**src/hw/rtl/ccs_pkg.sv**
```systemverilog
// shared types and constants for the closed cardinal spline evaluator
`timescale 1ns / 1ps
package ccs_pkg;

  localparam int unsigned CoordW    = 32;
  localparam int unsigned TimeW     = 32;
  localparam int unsigned RateW     = 32;
  localparam int unsigned TightW    = 16;
  localparam int unsigned CountW    = 9;
  localparam int unsigned PidxW     = 8;
  localparam int unsigned SegW      = 8;
  localparam int unsigned CfgAddrW  = 8;
  localparam int unsigned CfgDataW  = 32;
  localparam int unsigned ProdW     = TimeW + RateW;
  localparam int unsigned FracW     = 24;
  localparam int unsigned QuotW     = ProdW - FracW;
  localparam int unsigned UW        = 16;
  localparam int unsigned ULsb      = FracW - UW;
  localparam int unsigned HW        = 20;
  localparam int unsigned DigitBits = 4;
  localparam int unsigned ModStages = QuotW / DigitBits;
  localparam int unsigned FifoDepth = 4;

  localparam logic signed [TightW-1:0] TightReset = 16'sd2048;

  typedef enum logic [CfgAddrW-1:0] {
    CFG_POINT_COUNT = 8'd0,
    CFG_START_TIME  = 8'd1,
    CFG_RATE        = 8'd2,
    CFG_TIGHTNESS   = 8'd3
  } cfg_idx_e;

  typedef enum logic {
    OP_LOAD = 1'b0,
    OP_EVAL = 1'b1
  } op_e;

  typedef struct packed {
    logic [CountW-1:0]        point_count;
    logic [TimeW-1:0]         start_time;
    logic [RateW-1:0]         rate;
    logic signed [TightW-1:0] tightness;
  } cfg_t;

  typedef struct packed {
    logic signed [CoordW-1:0] x;
    logic signed [CoordW-1:0] y;
    logic signed [CoordW-1:0] z;
  } point_t;

  typedef struct packed {
    op_e              op;
    logic [PidxW-1:0] addr;
    point_t           pt;
    logic [TimeW-1:0] time_ms;
  } work_t;

endpackage

```
**src/hw/rtl/ccs_if.sv**
```systemverilog
// valid/ready channel interfaces for input words, result words and config writes
`timescale 1ns / 1ps
interface ccs_in_if;
  import ccs_pkg::*;
  logic                     valid;
  logic                     ready;
  logic                     operation;
  logic [PidxW-1:0]         point_index;
  logic signed [CoordW-1:0] point_x;
  logic signed [CoordW-1:0] point_y;
  logic signed [CoordW-1:0] point_z;
  logic [TimeW-1:0]         time_ms;
  modport source (output valid, operation, point_index, point_x, point_y, point_z, time_ms,
                  input ready);
  modport sink (input valid, operation, point_index, point_x, point_y, point_z, time_ms,
                output ready);
endinterface


interface ccs_cfg_if;
  import ccs_pkg::*;
  logic                valid;
  logic                ready;
  logic [CfgAddrW-1:0] index;
  logic [CfgDataW-1:0] data;
  modport source (output valid, index, data, input ready);
  modport sink (input valid, index, data, output ready);
endinterface

```
**src/hw/rtl/ccs_front.sv**
```systemverilog
// front: config registers, input acceptance and classification of words
`timescale 1ns / 1ps
module ccs_front #(
  parameter int unsigned MaxPoints = 256,
  parameter int unsigned CntW      = 9
) (
  input  logic            clk_i,
  input  logic            rst_ni,
  ccs_in_if.sink          in_i,
  ccs_cfg_if.sink         cfg_i,
  output ccs_pkg::cfg_t   cfg_o,
  output logic [CntW-1:0] n_o,
  output logic            push_o,
  output ccs_pkg::work_t  word_o,
  input  logic            full_i
);
  import ccs_pkg::*;

  cfg_t  cfg_q, cfg_d;
  logic  vld_q, vld_d;
  work_t word_q, word_d;
  logic  accept, keep, is_load;

  assign cfg_i.ready = 1'b1;
  assign cfg_o       = cfg_q;

  always_comb begin
    cfg_d = cfg_q;
    if (cfg_i.valid && cfg_i.ready) begin
      unique case (cfg_idx_e'(cfg_i.index))
        CFG_POINT_COUNT: cfg_d.point_count = cfg_i.data[CountW-1:0];
        CFG_START_TIME:  cfg_d.start_time  = cfg_i.data[TimeW-1:0];
        CFG_RATE:        cfg_d.rate        = cfg_i.data[RateW-1:0];
        CFG_TIGHTNESS:   cfg_d.tightness   = signed'(cfg_i.data[TightW-1:0]);
        default: ;
      endcase
    end
  end

  // active count clipped to the store depth
  always_comb begin
    if (32'(cfg_q.point_count) > 32'(MaxPoints)) begin
      n_o = CntW'(MaxPoints);
    end else begin
      n_o = CntW'(cfg_q.point_count);
    end
  end

  assign push_o     = vld_q & ~full_i;
  assign in_i.ready = ~vld_q | ~full_i;
  assign accept     = in_i.valid & in_i.ready;
  assign is_load    = (op_e'(in_i.operation) == OP_LOAD);
  assign keep       = is_load ? (32'(in_i.point_index) < 32'(MaxPoints))
                              : (n_o >= CntW'(2));
  assign word_o     = word_q;

  always_comb begin
    word_d.op      = op_e'(in_i.operation);
    word_d.addr    = in_i.point_index;
    word_d.pt.x    = in_i.point_x;
    word_d.pt.y    = in_i.point_y;
    word_d.pt.z    = in_i.point_z;
    word_d.time_ms = in_i.time_ms;
    if (accept) begin
      vld_d = keep;
    end else if (push_o) begin
      vld_d = 1'b0;
    end else begin
      vld_d = vld_q;
    end
  end

  always_ff @(posedge clk_i or negedge rst_ni) begin
    if (!rst_ni) begin
      vld_q                 <= 1'b0;
      cfg_q.point_count     <= '0;
      cfg_q.start_time      <= '0;
      cfg_q.rate            <= '0;
      cfg_q.tightness       <= TightReset;
    end else begin
      vld_q <= vld_d;
      cfg_q <= cfg_d;
    end
  end

  always_ff @(posedge clk_i) begin
    if (accept) word_q <= word_d;
  end

endmodule

```
**src/flat_wrapper.sv**
```systemverilog
// flat-port wrapper written by rule: the top's interface ports become plain ports
module ccs_front_flat import ccs_pkg::*;
#(
  parameter int unsigned MaxPoints = 256,
  parameter int unsigned CntW      = 9
)
  (clk_i, rst_ni, cfg_o, n_o, push_o, word_o, full_i, in_i_valid, in_i_operation, in_i_point_index, in_i_point_x, in_i_point_y, in_i_point_z, in_i_time_ms, in_i_ready, cfg_i_valid, cfg_i_index, cfg_i_data, cfg_i_ready);
  ccs_in_if in_i_i ();
  ccs_cfg_if cfg_i_i ();
  input  logic clk_i;
  input  logic rst_ni;
  output ccs_pkg::cfg_t cfg_o;
  output logic [CntW-1:0] n_o;
  output logic push_o;
  output ccs_pkg::work_t word_o;
  input  logic full_i;
  input wire logic [$bits(in_i_i.valid)-1:0] in_i_valid;
  input wire logic [$bits(in_i_i.operation)-1:0] in_i_operation;
  input wire logic [$bits(in_i_i.point_index)-1:0] in_i_point_index;
  input wire logic [$bits(in_i_i.point_x)-1:0] in_i_point_x;
  input wire logic [$bits(in_i_i.point_y)-1:0] in_i_point_y;
  input wire logic [$bits(in_i_i.point_z)-1:0] in_i_point_z;
  input wire logic [$bits(in_i_i.time_ms)-1:0] in_i_time_ms;
  output wire logic [$bits(in_i_i.ready)-1:0] in_i_ready;
  input wire logic [$bits(cfg_i_i.valid)-1:0] cfg_i_valid;
  input wire logic [$bits(cfg_i_i.index)-1:0] cfg_i_index;
  input wire logic [$bits(cfg_i_i.data)-1:0] cfg_i_data;
  output wire logic [$bits(cfg_i_i.ready)-1:0] cfg_i_ready;
  assign in_i_i.valid = in_i_valid;
  assign in_i_i.operation = in_i_operation;
  assign in_i_i.point_index = in_i_point_index;
  assign in_i_i.point_x = in_i_point_x;
  assign in_i_i.point_y = in_i_point_y;
  assign in_i_i.point_z = in_i_point_z;
  assign in_i_i.time_ms = in_i_time_ms;
  assign in_i_ready = in_i_i.ready;
  assign cfg_i_i.valid = cfg_i_valid;
  assign cfg_i_i.index = cfg_i_index;
  assign cfg_i_i.data = cfg_i_data;
  assign cfg_i_ready = cfg_i_i.ready;
  ccs_front #(.MaxPoints(MaxPoints), .CntW(CntW)) u_core (.clk_i(clk_i), .rst_ni(rst_ni), .in_i(in_i_i), .cfg_i(cfg_i_i), .cfg_o(cfg_o), .n_o(n_o), .push_o(push_o), .word_o(word_o), .full_i(full_i));
endmodule
```
**config.mk**
```make
export PLATFORM = sky130hd
export DESIGN_NAME = ccs_front_flat
export DESIGN_NICKNAME = d
export VERILOG_FILES = /design/src/hw/rtl/ccs_pkg.sv /design/src/hw/rtl/ccs_if.sv /design/src/hw/rtl/ccs_front.sv /design/src/flat_wrapper.sv
export SDC_FILE = /design/constraint.sdc
export NUM_CORES = 1
export LEC_CHECK = 0
export BUFFER_PORTS_ARGS = -buffer_cell sky130_fd_sc_hd__buf_2
export CAP_MARGIN = 20
export CORE_AREA = 3 3 160 162
export CTS_CLUSTER_SIZE = 16
export DETAILED_ROUTE_END_ITERATION = 8
export DIE_AREA = 0 0 163 165
export PLACE_DENSITY = 0.62
export SYNTH_ARGS = -nofsm -noshare
export SYNTH_HDL_FRONTEND = slang
export SYNTH_SLANG_ARGS = --single-unit
```
**constraint.sdc**
```tcl
create_clock -name clk_i -period 3.8 [get_ports clk_i]
set_input_delay 1.14 -clock clk_i [delete_from_list [all_inputs] [get_ports clk_i]]
set_output_delay 1.14 -clock clk_i [all_outputs]
set_load 0.02 [all_outputs]
```
# --- After elaboration in Yosys (flattened, before gate mapping) ---
# Cells that the tools add are included.
totals:
  inputBits: 182
  wordCells: 31
  reg_bits: 227
  output_inout_bits: 238
classes:
  order_cmp: 2
  reduce_logical: 6
  n_bitwise: 5
  n_eq_ne: 3
  n_mux: 4
op_table:
  columns: ["operator", "n"]
  rows:
  - ["$eq A8 B2 Y1 const B", 2]
  - ["$ge A9 B2 Y1 const B", 1]
  - ["$gt A9 B9 Y1 const B", 1]
  - ["$mux W9", 1]
  - ["$eq A8 B1 Y1 const B", 1]
  - ["$logic_not A8 Y1", 1]
  - ["$reduce_and A2 Y1", 4]
  - ["$mux W1", 3]
  - ["$and A1 B1 Y1", 2]
  - ["$not A1 Y1", 2]
  - ["$reduce_bool A2 Y1", 1]
  - ["$or A1 B1 Y1", 1]

# --- Longest topological paths before layout ---
logic_depth:
  depth_word: 5
  depth_mapped: 5
  ltp_nobuf: 3

# --- Least setup slack after synthesis ---
# Ideal clock, no wire load.
synth_timing:
  path_type: "in2reg"
  startpoint: "input full_i"
  endpoint: "register u_core.word_q (netlist bit u_core.word_o[0]) (enable)"
  n_path_buf: 0
  required_ps: 3287
  path_stages: 2
  path_slack_ps: -1225
  t_arrival_ps: 4512
  setup_time_ps: 513
  cell_sequence: "nand2_1 -> and2_1"
synth_via:
  elab_chain_len: 3
synth_rtl:
  columns: ["item", "line", "source"]
  rows:
  - ["start: declaration", "flat_wrapper.sv:16", "input logic full_i;"]
  - ["$not A1 Y1", "ccs_front.sv:50", "assign in_i.ready = ~vld_q | ~full_i;"]
  - ["$or A1 B1 Y1", "ccs_front.sv:50", null]
  - ["$and A1 B1 Y1", "ccs_front.sv:51", "assign accept = in_i.valid & in_i.ready;"]
  - ["net u_core.accept", "ccs_front.sv:22", "logic accept, keep, is_load;"]
  - ["end signal: assignment", "ccs_front.sv:87", "if (accept) word_q <= word_d;"]
  - ["end: declaration", "ccs_front.sv:21", "work_t word_q, word_d;"]
# The timed path passes the listed nets, and every way through them passes these cells.
# A chain may end at the register's enable or synchronous reset.

# --- Worst setup path in the final report ---
layout_timing:
  startpoint: "input full_i"
  endpoint: "output push_o"
layout_via:
  elab_chain_len: 2
layout_rtl:
  columns: ["item", "line", "source"]
  rows:
  - ["$not A1 Y1", "ccs_front.sv:49", "assign push_o = vld_q & ~full_i;"]
  - ["$and A1 B1 Y1", "ccs_front.sv:49", null]
  - ["end: declaration", "flat_wrapper.sv:14", "output logic push_o;"]
# Every way passes these cells.

==> metrics.yaml <==
synthMuxAreaShare_pct: 13.1
cts_hold_buf: 0
critPathLaunchType: "input port"
wl_per_cell_um: 20.4
yosysMostFrequentCell: "edfxtp_1"
status: "completed"
avgSynthCellArea_um2: 21.8
yosysUniqueCellTypes: 23
ios: 420
powerDensity_nw_per_um2: 525
synth_xor_area_share_pct: 0
cts_num_sinks: 227
skew_ps: 4.35
r2r_end: "u_core.word_o[134]"
worst_slew_pin_slew_ps: 591
cts_root_buffer: "clkbuf_16"
rows: 57
core_area_um2: 24200
slew_headroom_pct: 60.5
drc_errors: 0
hold_path_depth: 1
combinationalPowerShare_pct: 10.0
vdd_drop_max_uv: 298
p_int_uw: 4400
die_w_um: 163
p_leak_uw: 0.00541
numCtsBuffers: 25
synth_top_area_cell: "edfxtp_1"
yosysTopAreaCellShare_pct: 53.8
rsz0062_at_grt: "no"
post-place-ws_ps: 923
max_freq_mhz: 376
dpl_cell_area_um2: 10200
yosysSeqAreaShare_pct: 83.3
setup_viol: 0
grt.total_usage_pct: 15.9
r2r-start: "u_core.vld_q"
min_to: "u_core.cfg_o[54]"
crit_path_max_fanout: 3
drive_gt1_share_pct: 69.0
min-delay-path-class: "reg -> reg"
antenna_found_initial: 6
grt_pass1_wl_um: 31900
slew_violations: 0
final_antenna_net_count: 0
layout.nets: 971
yosys.area_share.simple_pct: 2.23
worst-r2r-setup-slack_ps: 2210
grt_overflow_total: 0
cp-end-kind: "primary output"
criticalPathCategory: "in -> out"
cts_resized: 0
pwr-share-clk_pct: 40.8
synth.area.top_cells: "edfxtp_1, dfrtp_1, mux2_2"
routabilityCongestion: 0.780
routed_wl_um: 23200
insertion_delay_ps: 500
synth_top_family_by_area: "multiplexers"
setup_ws_ps: 1140
synth_seq_cells: 227
worstRegToRegCells: 3
synth_compound_area_share_pct: 0.115
synth_top_cells_by_count: "edfxtp_1, dfrtp_1, mux2_2, nor2b_1"
whs_ps: 483
crit_arrival_ps: 1520
p_sw_uw: 1370
fin_area_um2: 11000
drt_iter0_markers: 257
syn_inst: 350
ys.warnings.count: 0
grt_pass1_vias: 4957
clkTransAtPathRegs_ps: 60
hold_start: "u_core.cfg_o[54]"
crit_required_ps: 2660
die_area_um2: 26900
clockBufferDepth: 3
grt_max_degree: 71
via_per_inst: 4.33
cts_tree: "done"
drt_pass1_iterations: 4
fin_crit_ps: 2660
synth_area_um2: 7640
cap_violations: 0
die_h_um: 165
via_count: 4922
synth_fa_ha_area_share_pct: 0
cts-htree-levels: 1
switching_share_pct: 23.8
synthFlopType: "edfxtp_1"
synth_edf_count: 137
utilization_pct: 45.3
tns_ps: 0
cts_setup_buffers: 0
initial_utilization_pct: 31.5
hpwl_um: 17800
port_buffers: 418
synthesis.nets: 532
period_share_pct: 70.0
syn_to_final_growth_pct: 43.7
p_seq_share_pct: 49.2
finalHoldViolations: 0
synthArstFlopShare_pct: 39.6
-- stage by stage --
stage / power (uW) / std cells
after CTS: 5860 / 1131
after global routing: 6000 / 1133
after detailed placement: 3470 / 1086
after floorplan: 3160 / 350
final: 5760 / 1136
after global placement: 3460 / 1086
-- final cells by class --
type	count	area, um^2
clock inverters	14	96.3
well taps	324	405
fillers	2204	13300
multi-input cells	111	1190
repair buffers	424	2190
flip-flops and latches	227	6370
diodes	5	12.5
clock buffers	31	721
-- layout by cell type, fill, tap and decap left out, drive strengths merged, types with 2 or more instances in the layout --
cell      n
diode     5
dfrtp    89
nor2b     9
nor4      2
clkinv   12
buf     424
clkbuf   31
nand4b    2
mux2     89
edfxtp  137
-- worst max path at each step --
stage | to | slack [ps] | start
after CTS | push_o | 1140 | full_i
after detailed placement | u_core.cfg_o[38] | 920 | cfg_i_index[3]
final | push_o | 1140 | full_i
after floorplan | u_core.word_o[0] | 300 | full_i
after global placement | u_core.cfg_o[72] | 980 | cfg_i_index[3]
after global routing | n_o[0] | 1120 | u_core.cfg_o[88]
-- routing by layer --
layer  global-route usage [%]  up-vias  routed length [um]
li1                         -     2204                   -
met2                     26.6      248               11300
met5                        0        -                  41
met4                     5.00        6                 572
met1                     19.7     2425                9100
met3                     5.19       39                2170
-- state kept, by name (all words and copies together), names as in the netlist --
register / cells
u_core.vld_q: 1
u_core.cfg_o: 89
u_core.word_o: 137
-- worst max-delay path, cell delays in order --
cell and delay [ps]:
buf_2 110, nor2b_1 100, buf_2 170
-- cells by family after synthesis --
family / Yosys count
multiplexers: 89
other: 1
AO/OA/AOI/OAI: 1
flip-flops: 227
buffers and inverters: 12
AND/OR/NAND/NOR: 20
-- power groups by stage --
stage	Sequential, uW	Combinational, uW	Clock, uW
after CTS	2840	588	2430
after global routing	2850	612	2540
after floorplan	3060	95.5	0
after detailed placement	2890	585	0
after global placement	2880	578	0
final	2840	575	2350
(Power assumes the default switching activity.)
