**config.mk**
```make
export PLATFORM = sky130hd
export DESIGN_NAME = ccs_fifo
export DESIGN_NICKNAME = d
export VERILOG_FILES = /design/src/hw/rtl/ccs_fifo.sv
export SDC_FILE = /design/constraint.sdc
export NUM_CORES = 1
export LEC_CHECK = 0
export BUFFER_PORTS_ARGS = -buffer_cell sky130_fd_sc_hd__buf_2
export CORE_MARGIN = 1.5
export CORE_UTILIZATION = 25
export CTS_CLUSTER_SIZE = 28
export DETAILED_ROUTE_END_ITERATION = 16
export PLACE_DENSITY_LB_ADDON = 0.2
export SYNTH_ARGS = -nofsm -noshare
export SYNTH_HDL_FRONTEND = slang
export SYNTH_SLANG_ARGS = --single-unit
```
**constraint.sdc**
```tcl
create_clock -name clk_i -period 1.85 [get_ports clk_i]
set_clock_uncertainty 0.15 [all_clocks]
set_input_delay 0.0925 -clock clk_i [delete_from_list [all_inputs] [get_ports clk_i]]
set_output_delay 0.0925 -clock clk_i [all_outputs]
set_load 0.05 [all_outputs]
```
**src/hw/rtl/ccs_fifo.sv**
```systemverilog
// small queue between the front and the back
`timescale 1ns / 1ps
module ccs_fifo #(
  parameter int unsigned Width = 8,
  parameter int unsigned Depth = 4
) (
  input  logic             clk_i,
  input  logic             rst_ni,
  input  logic             push_i,
  input  logic [Width-1:0] data_i,
  output logic             full_o,
  input  logic             pop_i,
  output logic [Width-1:0] data_o,
  output logic             empty_o
);
  localparam int unsigned AW = $clog2(Depth);

  logic [AW:0]      wr_q, rd_q;
  logic [Width-1:0] mem_q [Depth];

  assign full_o  = (wr_q[AW] != rd_q[AW]) && (wr_q[AW-1:0] == rd_q[AW-1:0]);
  assign empty_o = (wr_q == rd_q);
  assign data_o  = mem_q[rd_q[AW-1:0]];

  always_ff @(posedge clk_i or negedge rst_ni) begin
    if (!rst_ni) begin
      wr_q <= '0;
      rd_q <= '0;
    end else begin
      if (push_i) wr_q <= wr_q + 1'b1;
      if (pop_i)  rd_q <= rd_q + 1'b1;
    end
  end

  always_ff @(posedge clk_i) begin
    if (push_i) mem_q[wr_q[AW-1:0]] <= data_i;
  end

endmodule

```
## Word level (Yosys, flattened, before mapping)

Memory sizes are Yosys's and may differ from the RTL's.
Cells that the tools add are included.

| cells by class | value |
|---|---|
| add/sub/neg operators | 2 |
| equal/unequal tests | 3 |
| muxes and demuxes | 2 |
| reductions and logical operators | 1 |

Operator list:

| cell | count |
|---|---|
| $add 3x1->3 const B | 2 |
| $eq 3x3->1 | 1 |
| $eq 2x2->1 | 1 |
| $mux 1 | 2 |
| $logic_and 1x1->1 | 1 |
| $ne 1x1->1 | 1 |

| word-level totals | value |
|---|---|
| flip-flop bits (word level) | 6 |
| bits in writable memories | 32 |
| output and inout port bits | 10 |
| word-level logic and storage cells | 11 |
| memories | 1 |

Memories:

| memory | words | bits a word | read ports | clocked after memory_dff | wr ports | line | RTL |
|---|---|---|---|---|---|---|---|
| mem_q | 4 | 8 | 1 | 0 | 1 | 19 | `logic [Width-1:0] mem_q [Depth];` |

## Depth between registers and ports, before layout

Gate-level depths: netlist (run 1).

| logic depth | value |
|---|---|
| depth in word-level cells | 2 |
| mapped depth | 4 |
| mapped depth without buffers | 4 |

## Worst setup path after synthesis (run 1)

OpenSTA, ideal clock, no wires.

| path | value |
|---|---|
| path type | reg-to-output |
| from | reg rd_q[1] |
| to | out empty_o |
| data arrival time | 1.885 ns |
| required time | 1.607 ns |
| setup slack | -0.277 ns |
| stages on the path, launching flop included | 4 |
| cells stage by stage | dfrtp_1 buf_2 xor2_1 nor3b_1 |

| between the ends | value |
|---|---|
| cells in the longest elaborated chain, start to end | 1 |

Ends and longest elaborated chain:

| what | line | RTL |
|---|---|---|
| start, declared | 18 | `logic [AW:0] wr_q, rd_q;` |
| start signal, assigned | 31 | `if (pop_i) rd_q <= rd_q + 1'b1;` |
| $eq 3x3->1 | 22 | `assign empty_o = (wr_q == rd_q);` |
| end, declared | 14 | `output logic empty_o` |

No other way between the ends.

## Worst setup path after layout (run 1)

| path | value |
|---|---|
| from | reg rd_q[0] |
| to | out data_o[4] |

| between the ends | value |
|---|---|
| cells in the longest elaborated chain, start to end | 1 |

Ends and longest elaborated chain:

| what | line | RTL |
|---|---|---|
| $mem_v2 4x8 | - |  |
| end, declared | 13 | `output logic [Width-1:0] data_o,` |

No other way between the ends.

==> out/results.ini, run 1 <==
[global_routing]
grt_pass1_wl_mm = 4.160
grt_pass1_vias = 816
grt_usage = 0.09334
grt_max_degree = 13
antenna_found_initial = 0
grt_overflow_total = 0

[yosys]
syn_nets = 89
yosysSeqAreaShare = 0.7406
synth_cell_types = 15
syn_inst = 72
avgSynthCellArea_um2 = 20.84
netlist_area_um2 = 1500
ys_seq_elements = 38
synth-warning-count = 0

[worst_setup_path]
cp.required_ps = 1610
worstPathMaxFanout = 8
worst_setup_path_start_kind = flop
worstPathArrival_ps = 1540
path_delay_family = multiplexers
path_cells = buf_12 -> mux4_2 -> buf_2
slowest_delay_ps = 500
end_kind = output port
crit_buf_inv = 2
path_class = flop to output port
worst_path_max_delay_cell = mux4_2

[layout]
nFillCells = 545
area_growth_pct = 35.70
final_nets = 133
drive_above_1_share = 0.4017
n_antenna_cell = 0

[timing]
period_share = 0.9643
tightest_slew_ps = 293.6
slew_violations = 0
hold_ws_ps = 334.9
fin_crit_ps = 1784
layout_setup_ws_ps = 66.07
rsz0062_at_grt = false
setup-tns-final_ps = 0
setup_viol = 0
slew_headroom = 0.8043
max_freq_ghz = 0.5606
hold_violations = 0

[clock_tree]
htree_levels = 2
cts.path.max_buffers = 2
cts.sinks = 38
cts.clk_slew.worst_paths_ps = 70
cts_tree = done
clk_latency_ps = 290
cts_buffers = 5
cts_root_buffer = clkbuf_8

[route]
first_pass_iters = 3
vias = 760
final_antenna_net_count = 0
route.detailed.drc = 0
wl_per_cell_um = 13.49
dr.first_iter.drc_count = 35
via_per_inst = 3.958
routed_wl_mm = 2.591

[placed_design]
dp_hpwl_mm = 1.762
port_buffers = 21
place_ws_ps = 234.4
place_congestion = 0.6714

[power]
leakage_nw = 0.7576
power_per_cell_area_nw_per_um2 = 1759
ir_drop_mv = 0.9382

[run]
cap_violations = 0

[floorplanning]
rows = 28
fp.dieW_um = 80.47
core_um2 = 5851
io_pins = 22
dieHeight_um = 80.47
dieArea_um2 = 6475
start_util = 0.2564

[worst_hold_path]
hold_class = flop to flop

[run_status]
status = finished, final reports clean

registers in the layout (all words and copies together), names as in the netlist:
register,count
rd_q,3
wr_q,3
mem_q,32
worst reg2reg max path: stages, from the launching register on:
cell     delay, ps
dfrtp_1        450
inv_1          110
ha_1           130
and2_1         240
buf_12         160
where the power goes:
group | total [W] | internal (W) | leakage (nW) | switching, W
Clock | 0.000814 | 0.000533 | 0.0658 | 0.000280
Combinational | 0.00148 | 0.000568 | 0.329 | 0.000913
Sequential | 0.00129 | 0.00115 | 0.363 | 0.000140
layout make-up:
type                    count  area (µm²)  area share
multi-input cells          30       375.4      0.1844
repair buffers             39       312.8      0.1537
inverters                   2       7.507    0.003688
clock inverters             3       63.81     0.03135
clock buffers               5       68.82     0.03380
flip-flops and latches     38        1114      0.5470
well taps                  75       93.84     0.04610
logic make-up (layout without fill, tap and decap cells):
kind of cell / Yosys count / in the layout / synth area share
flip-flops: 38 / 38 / 0.7406
multiplexers: 9 / 9 / 0.1276
AND/OR/NAND/NOR: 8 / 8 / 0.03002
XOR/XNOR: 7 / 7 / 0.04087
adder cells (fa/ha/maj): 5 / 5 / 0.04170
buffers and inverters: 4 / 49 / 0.01584
AO/OA/AOI/OAI: 1 / 1 / 0.003333
cell usage after synthesis:
cell type	n	share of area
mux4_2	8	0.12
ha_1	5	0.042
buf_6	1	0.0075
edfxtp_1	32	0.64
nor3b_1	1	0.0050
o21ai_0	1	0.0033
xnor2_1	2	0.012
buf_2	1	0.0033
and2_1	4	0.017
nor3_1	1	0.0033
inv_1	2	0.0050
nand2_1	2	0.0050
dfrtp_1	6	0.10
mux2_2	1	0.0075
xor2_1	5	0.029
layer usage:
metal | part of all wire | vias to the layer above | routed length (µm) | global-route usage
li1 | - | 365 | - | -
met5 | 0 | - | 0 | 0
met1 | 0.46 | 366 | 1203 | 0.1140
met4 | 0.018 | 0 | 46 | 0.04138
met2 | 0.47 | 21 | 1221 | 0.1521
met3 | 0.046 | 8 | 120 | 0.02727
path summary, 6_finish.rpt:
path	startpoint	end	depth (start not counted)	slack (ps)
max in group asynchronous	rst_ni	rd_q[0]$_DFFE_PN0P_	3	730
hold reg to reg	wr_q[2]$_DFFE_PN0P_	wr_q[2]$_DFFE_PN0P_	1	330
setup / recovery	rd_q[0]$_DFFE_PN0P_	data_o[4]	3	70
setup reg to reg	wr_q[0]$_DFFE_PN0P_	mem_q[2][3]$_DFFE_PP_	4	330
hold / removal	wr_q[2]$_DFFE_PN0P_	wr_q[2]$_DFFE_PN0P_	1	330
min in group asynchronous	rst_ni	wr_q[0]$_DFFE_PN0P_	3	580
through the flow:
step / cell area [µm²] / util / power (W) / instances
floorplan: 1510 / - / 0.002374 / 72
global placement: 1768 / 0.3022 / 0.002756 / 171
detailed placement: 1768 / 0.3022 / 0.002767 / 171
CTS: 2033 / 0.3475 / 0.003637 / 192
global route: 2036 / 0.3479 / 0.003789 / 192
finish: 2036 / 0.3479 / 0.003581 / 192
placed cells by master, fill, tap and decap left out, types with 3 or more instances in the layout:
cell	synthesis	routed
dfrtp_1	6	4
clkbuf_8	0	5
and2_1	4	4
buf_4	0	4
dlygate4sd3_1	0	12
xor2_1	5	5
ha_1	5	5
buf_2	1	19
buf_12	0	3
mux4_2	8	8
edfxtp_1	32	32
repair_timing:
action / CTS / global route
endpoints found under the hold margin: 43 / 0
resized for setup: 3 / 1
hold buffers: 12 / 0
buffers inserted: 1 / 0
setup endpoints to repair: 10 / 1
No activity file was read; power rests on OpenSTA's default activity.
==> run 2, diff against run 1 <==
Settings changed: CORE_UTILIZATION 25 to 55, SETUP_SLACK_MARGIN set to 0.5.
==> run 2 against run 1 <==
Wire length shrank 1.5%. Critical path type unchanged. The flow now finishes with violations (negative setup slack). Setup slack lost 130 ps. Global-route usage grew 11 points.
==> out/results.ini, run 2 (synthesized netlist as in run 1, its figures left out) <==
[timing]
slew_headroom = 0.7719  ; -0.03232
fin_crit_ps = 1910  ; +126.0 ps
max_freq_ghz = 0.5236  ; -6.6%
layout_setup_ws_ps = -59.89  ; -126.0 ps
slew_violations = 0  ; unchanged
hold_violations = 0  ; unchanged
period_share = 1.032  ; +0.06809
setup-tns-final_ps = -216.4  ; -216.4 ps
hold_ws_ps = 339.1  ; +4.137 ps
setup_viol = 8  ; +8
tightest_slew_ps = 339.6  ; +46.03 ps
rsz0062_at_grt = true

[placed_design]
place_congestion = 0.6503  ; -3.1%
place_ws_ps = 261.2  ; +26.78 ps
port_buffers = 21  ; unchanged
dp_hpwl_mm = 1.529  ; -13%

[power]
p_int_w = 0.002174  ; -3.3%
power.clock.fraction = 0.110  ; -0.117
p_sw_w = 0.001477  ; +11%
pwr-share-comb = 0.532  ; +0.119
switching_share = 0.4045  ; +0.03217
seqPwrFrac = 0.358  ; about the same
ir_drop_mv = 1.994  ; +110%
leakage_nw = 0.7524  ; -0.70%
power_per_cell_area_nw_per_um2 = 1800  ; +2.3%

[global_routing]
antenna_found_initial = 0  ; unchanged
grt_pass1_vias = 848  ; +3.9%
grt_overflow_total = 0  ; unchanged
grt_max_degree = 12  ; -1
grt_usage = 0.1994  ; +0.1060
grt_pass1_wl_mm = 4.236  ; +1.8%

[worst_hold_path]
hold_class = input pin to flop

[worst_setup_path]
worst_setup_path_start_kind = flop
crit_buf_inv = 3  ; +1
cp_common_cell = buf_6
path_class = flop to output port
path_cells = buf_6 -> buf_12 -> mux4_2 -> buf_6
worst_path_max_delay_cell = mux4_2
path_delay_family = multiplexers
end_kind = output port
cp.required_ps = 1610  ; about the same
slowest_delay_ps = 540  ; +40 ps
worstPathMaxFanout = 6  ; -2
worstPathArrival_ps = 1670  ; +130 ps

[layout]
area_growth_pct = 35.20
layout_commonest_cell = edfxtp_1
nFillCells = 126  ; -77%
drive_above_1_share = 0.4828  ; +0.08105
final_cell_mix = 32 x edfxtp_1, 12 x dlygate4sd3_1, 11 x buf_2, 11 x buf_6, 8 x mux4_2
final_nets = 132  ; -0.75%
n_antenna_cell = 0  ; unchanged
largest_register_ffs = 32  ; unchanged

[route]
wl_met2_mm = 1.256  ; +2.9%
wl_met1_mm = 1.124  ; -6.6%
via_per_inst = 5.438  ; +37%
first_pass_iters = 4  ; +1
highest_layer = met4
wl_per_cell_um = 17.48  ; +30%
dr.first_iter.drc_count = 24  ; -31%
vias = 794  ; +4.5%
route.detailed.drc = 0  ; unchanged
final_antenna_net_count = 0  ; unchanged
routed_wl_mm = 2.552  ; -1.5%
dr_wl_met3_um = 109  ; -9.2%

[floorplanning]
dieArea_um2 = 3050  ; -53%
fp.dieW_um = 55.23  ; -31%
start_util = 0.5947  ; +0.3383
dieHeight_um = 55.23  ; -31%
rows = 18  ; -36%
core_um2 = 2522  ; -57%
io_pins = 22  ; unchanged

[run_status]
status = finished with violations
violations = negative setup slack

[clock_tree]
htree_levels = 2  ; unchanged
clk_latency_ps = 340  ; +50 ps
cts.clk_slew.worst_paths_ps = 110  ; +40 ps
cts.sinks = 38  ; unchanged
cts_buffers = 5  ; unchanged
cts_root_buffer = clkbuf_4
cts.path.max_buffers = 2  ; unchanged
cts_tree = done

[run]
cap_violations = 0  ; unchanged

run 2: changes by cell type in the layout (fill, tap and decap cells not counted), sizes merged:
| cell | previous run | this run |
|---|---|---|
| bufinv | 2 | 0 |
| clkinv | 1 | 2 |
run 2: timing repair:
item	CTS	global route
setup buffers	2	1
setup endpoints to repair	45	36
gates resized for setup	32	5
endpoints found under the hold margin	43	0
gates cloned	1	0
hold buffers	12	0
pin swaps	2	4
run 2: power by group through the flow:
stage / clock [W] / combinational [W] / sequential [W]
6_report: 0.000402 / 0.00194 / 0.00131
5_1_grt: 0.000454 / 0.00206 / 0.00133
4_1_cts: 0.000411 / 0.00187 / 0.00131
3_5_place_dp: 0 / 0.00149 / 0.00132
3_3_place_gp: 0 / 0.00147 / 0.00131
2_1_floorplan: 0 / 0.00127 / 0.00125
run 2: path summary, 6_finish.rpt:
| kind | startpoint | endpoint | slack [ps] | cells after the start |
|---|---|---|---|---|
| worst max-delay path | rd_q[0]$_DFFE_PN0P_ | data_o[5] | -60 | 4 |
| worst min-delay path | pop_i | rd_q[0]$_DFFE_PN0P_ | 340 | 3 |
| worst max register to register | rd_q[0]$_DFFE_PN0P_ | rd_q[1]$_DFFE_PN0P_ | 360 | 4 |
| worst min register to register | wr_q[2]$_DFFE_PN0P_ | wr_q[2]$_DFFE_PN0P_ | 360 | 1 |
| max in group asynchronous | rst_ni | wr_q[1]$_DFFE_PN0P_ | 760 | 3 |
| min in group asynchronous | rst_ni | rd_q[0]$_DFFE_PN0P_ | 520 | 3 |
run 2: metal layers:
| metal | vias to the layer above | track usage |
|---|---|---|
| met5 | - | 0 |
| met4 | 0 | 0.1045 |
| met2 | 24 | 0.2993 |
| li1 | 362 | - |
| met3 | 7 | 0.07026 |
| met1 | 401 | 0.2580 |
run 2: per-stage QoR:
stage	total power (W)	utilization	cells	instance area (µm²)
after floorplan	0.002513	-	72	1556
after global placement	0.002779	0.6741	122	1700
final	0.003652	0.8041	146	2028
after global routing	0.003841	0.8041	146	2028
after detailed placement	0.002810	0.6741	122	1700
after CTS	0.003591	0.7887	145	1989
run 2: layout make-up:
class,count,area (µm²),area share
sequential,38,1115,0.5497
multi-input combinational,30,449.2,0.2215
timing repair buffer,38,369.1,0.1820
clock buffer,6,41.29,0.02036
tap,30,37.54,0.01851
clock inverter,2,8.758,0.004318
inverter,2,7.507,0.003701
run 2: tightest hold or removal path, stage by stage:
cell           delay [ps]
dlygate4sd3_1         520
buf_2                 130
xor2_1                 60
==> run 3, diff against run 2 <==
Settings changed: ABC_AREA set to 1, CORE_UTILIZATION 55 to 47, MAX_ROUTING_LAYER set to met4.
==> run 3 against run 2 <==
The flow now finishes without violations. Flip-flop and latch count stayed put. Register-to-register slack lost 80 ps. Wire length up 48%. Critical path type unchanged. Largest cell class unchanged. Highest routed layer unchanged.
==> out/results.ini, run 3 <==
[run_status]
status = finished, final reports clean

[yosys]
async_reset_ff_frac = 0.1579  ; unchanged
synthTopCellsByArea = edfxtp_1 58%, dfrtp_1 9.1%, nand2_1 7.9%
synth_edf_count = 32  ; unchanged
netlist_area_um2 = 1653  ; +10%
synth_largest_area_cell = edfxtp_1
synth_cell_types = 13  ; -2
yosysMostFrequentCell = nand2_1
synth_top_area_frac = 0.5814  ; -0.05916
synth_ff_type = edfxtp_1
yosysSeqAreaShare = 0.6722  ; -0.06840
synthTopCellsByCount = 35 x nand2_1, 32 x edfxtp_1, 24 x inv_1
syn_nets = 152  ; +71%
syn_inst = 135  ; +88%
ys_seq_elements = 38  ; unchanged
synth-warning-count = 0  ; unchanged
avgSynthCellArea_um2 = 12.24  ; -41%

[route]
routed_wl_mm = 3.789  ; +48%
route.detailed.drc = 0  ; unchanged
vias = 1159  ; +46%
first_pass_iters = 4  ; unchanged
via_per_inst = 4.870  ; -10%
dr.first_iter.drc_count = 41  ; +71%
final_antenna_net_count = 0  ; unchanged
wl_per_cell_um = 15.92  ; -8.9%

[timing]
slew_headroom = 0.7711  ; -0.0008070
period_share = 0.9535  ; -0.07891
fin_crit_ps = 1764  ; -146.0 ps
max_freq_ghz = 0.5669  ; +8.3%
hold_ws_ps = 355.9  ; +16.86 ps
hold_violations = 0  ; unchanged
tightest_slew_ps = 342.2  ; +2.523 ps
rsz0062_at_grt = true
setup_viol = 0  ; -8
slew_violations = 0  ; unchanged
setup-tns-final_ps = 0  ; +216.4 ps

[worst_setup_path]
worstPathArrival_ps = 1520  ; -150 ps
cp.required_ps = 1610  ; about the same
worst_setup_path_start_kind = flop
end_kind = output port
path_class = flop to output port
worst_path_max_delay_cell = dfrtp_2
cp_common_cell = buf_6
path_cells = buf_6 -> buf_16 -> o211ai_1 -> nand2_1 -> buf_6
worstPathMaxFanout = 8  ; +2
slowest_delay_ps = 450  ; -90 ps
crit_buf_inv = 3  ; unchanged
path_delay_family = buffers and inverters

[layout]
final_cell_mix = 32 x edfxtp_1, 28 x nand2_1, 21 x buf_6, 18 x inv_1, 16 x o211ai_1
largest_register_ffs = 32  ; unchanged
fin_area_um2 = 2424  ; +19%
n_antenna_cell = 0  ; unchanged
drive_above_1_share = 0.3958  ; -0.08693
final_nets = 208  ; +58%
layout_commonest_cell = edfxtp_1
area_growth_pct = 46.63
fin_cells = 238  ; +63%

[placed_design]
port_buffers = 21  ; unchanged
place_congestion = 0.7666  ; +18%
placed_cell_area_um2 = 1779  ; +4.6%
dp_hpwl_mm = 1.810  ; +18%
dpl.cell_count = 197  ; +61%

[global_routing]
antenna_found_initial = 0  ; unchanged
met1_usage = 0.2884  ; +0.03036
grt_pass1_wl_mm = 6.182  ; +46%
grt_pass1_vias = 1266  ; +49%
top_usage_layer = met2
grt_max_degree = 12  ; unchanged
grt_overflow_total = 0  ; unchanged
grt_usage = 0.2248  ; +0.02537
gr-usage-met2 = 0.3641  ; +0.06481
grt_util_met3 = 0.03986  ; -0.03040

[clock_tree]
cts_buffers = 5  ; unchanged
cts_tree = done
clk_latency_ps = 330  ; about the same
cts.sinks = 38  ; unchanged
cts.clk_slew.worst_paths_ps = 110  ; about the same
htree_levels = 2  ; unchanged
cts_root_buffer = clkbuf_4
cts.path.max_buffers = 2  ; unchanged

[worst_hold_path]
hold_class = input pin to flop

[floorplanning]
dieArea_um2 = 3881  ; +27%
core_um2 = 3363  ; +33%
dieHeight_um = 62.30  ; +13%
start_util = 0.4914  ; -0.1033
fp.dieW_um = 62.30  ; +13%
io_pins = 22  ; unchanged
rows = 21  ; +3

[power]
total_power_w = 0.004493  ; +23%
leakage_nw = 1.018  ; +35%
power_per_cell_area_nw_per_um2 = 1854  ; +3.0%
ir_drop_mv = 0.9663  ; -52%

[run]
cap_violations = 0  ; unchanged

==> run 3: path summary, 6_finish.rpt <==
path / from / to / slack, ps / depth (start not counted)
setup / recovery: rd_q[0]$_DFFE_PN0P_ / data_o[5] / 90 / 5
hold reg to reg: wr_q[2]$_DFFE_PN0P_ / wr_q[2]$_DFFE_PN0P_ / 370 / 1
setup reg to reg: wr_q[1]$_DFFE_PN0P_ / mem_q[2][6]$_DFFE_PP_ / 280 / 5
max in group asynchronous: rst_ni / wr_q[0]$_DFFE_PN0P_ / 700 / 3
hold / removal: data_i[5] / mem_q[2][5]$_DFFE_PP_ / 360 / 2
min in group asynchronous: rst_ni / rd_q[2]$_DFFE_PN0P_ / 580 / 3
==> run 3: cell type report <==
class	instances	area (µm²)
flip-flops and latches	38	1115
clock inverters	2	8.758
repair buffers	55	559.3
multi-input cells	66	519.2
well taps	46	57.56
clock buffers	6	41.29
inverters	25	122.6
fillers	242	939.7
==> run 3: logic make-up (layout without fill, tap and decap cells) <==
group                      after synthesis  in the layout  synth area share
AOI/OAI and AO/OA                       18             18           0.07873
adders and majority gates                5              5           0.03785
DFF                                     38             38            0.6722
xor gates and xnor gates                 6              6           0.03180
and+or+nand+nor                         37             37           0.08403
buffers and inverters                   31             88           0.09538
==> run 3: per-layer routing <==
| layer | wire, µm | vias to the layer above |
|---|---|---|
| li1 | - | 561 |
| met1 | 1625 | 556 |
| met2 | 1939 | 36 |
| met3 | 183 | 6 |
| met4 | 40 | 0 |
| met5 | 0 | - |
==> run 3: per-stage QoR <==
step	setup WS (ps)	utilization
final	86.10	0.7206
after global routing	-10.05	0.7206
after CTS	130.3	0.6979
after detailed placement	260.8	0.5290
after global placement	269.8	0.5290
after floorplan	426.9	-
==> run 3: where the power goes <==
group	internal, W	switching, W
clock network	0.000143	0.000262
logic	0.00125	0.00156
registers	0.00115	0.000128
==> run 3: repair_timing <==
item                                   in CTS  in global routing
setup endpoints to repair                  44                 45
gates cloned                                2                  0
hold buffers                               12                  0
pin swaps                                  22                 11
buffers inserted                           16                  3
resized for setup                          63                 13
endpoints found under the hold margin      43                  0
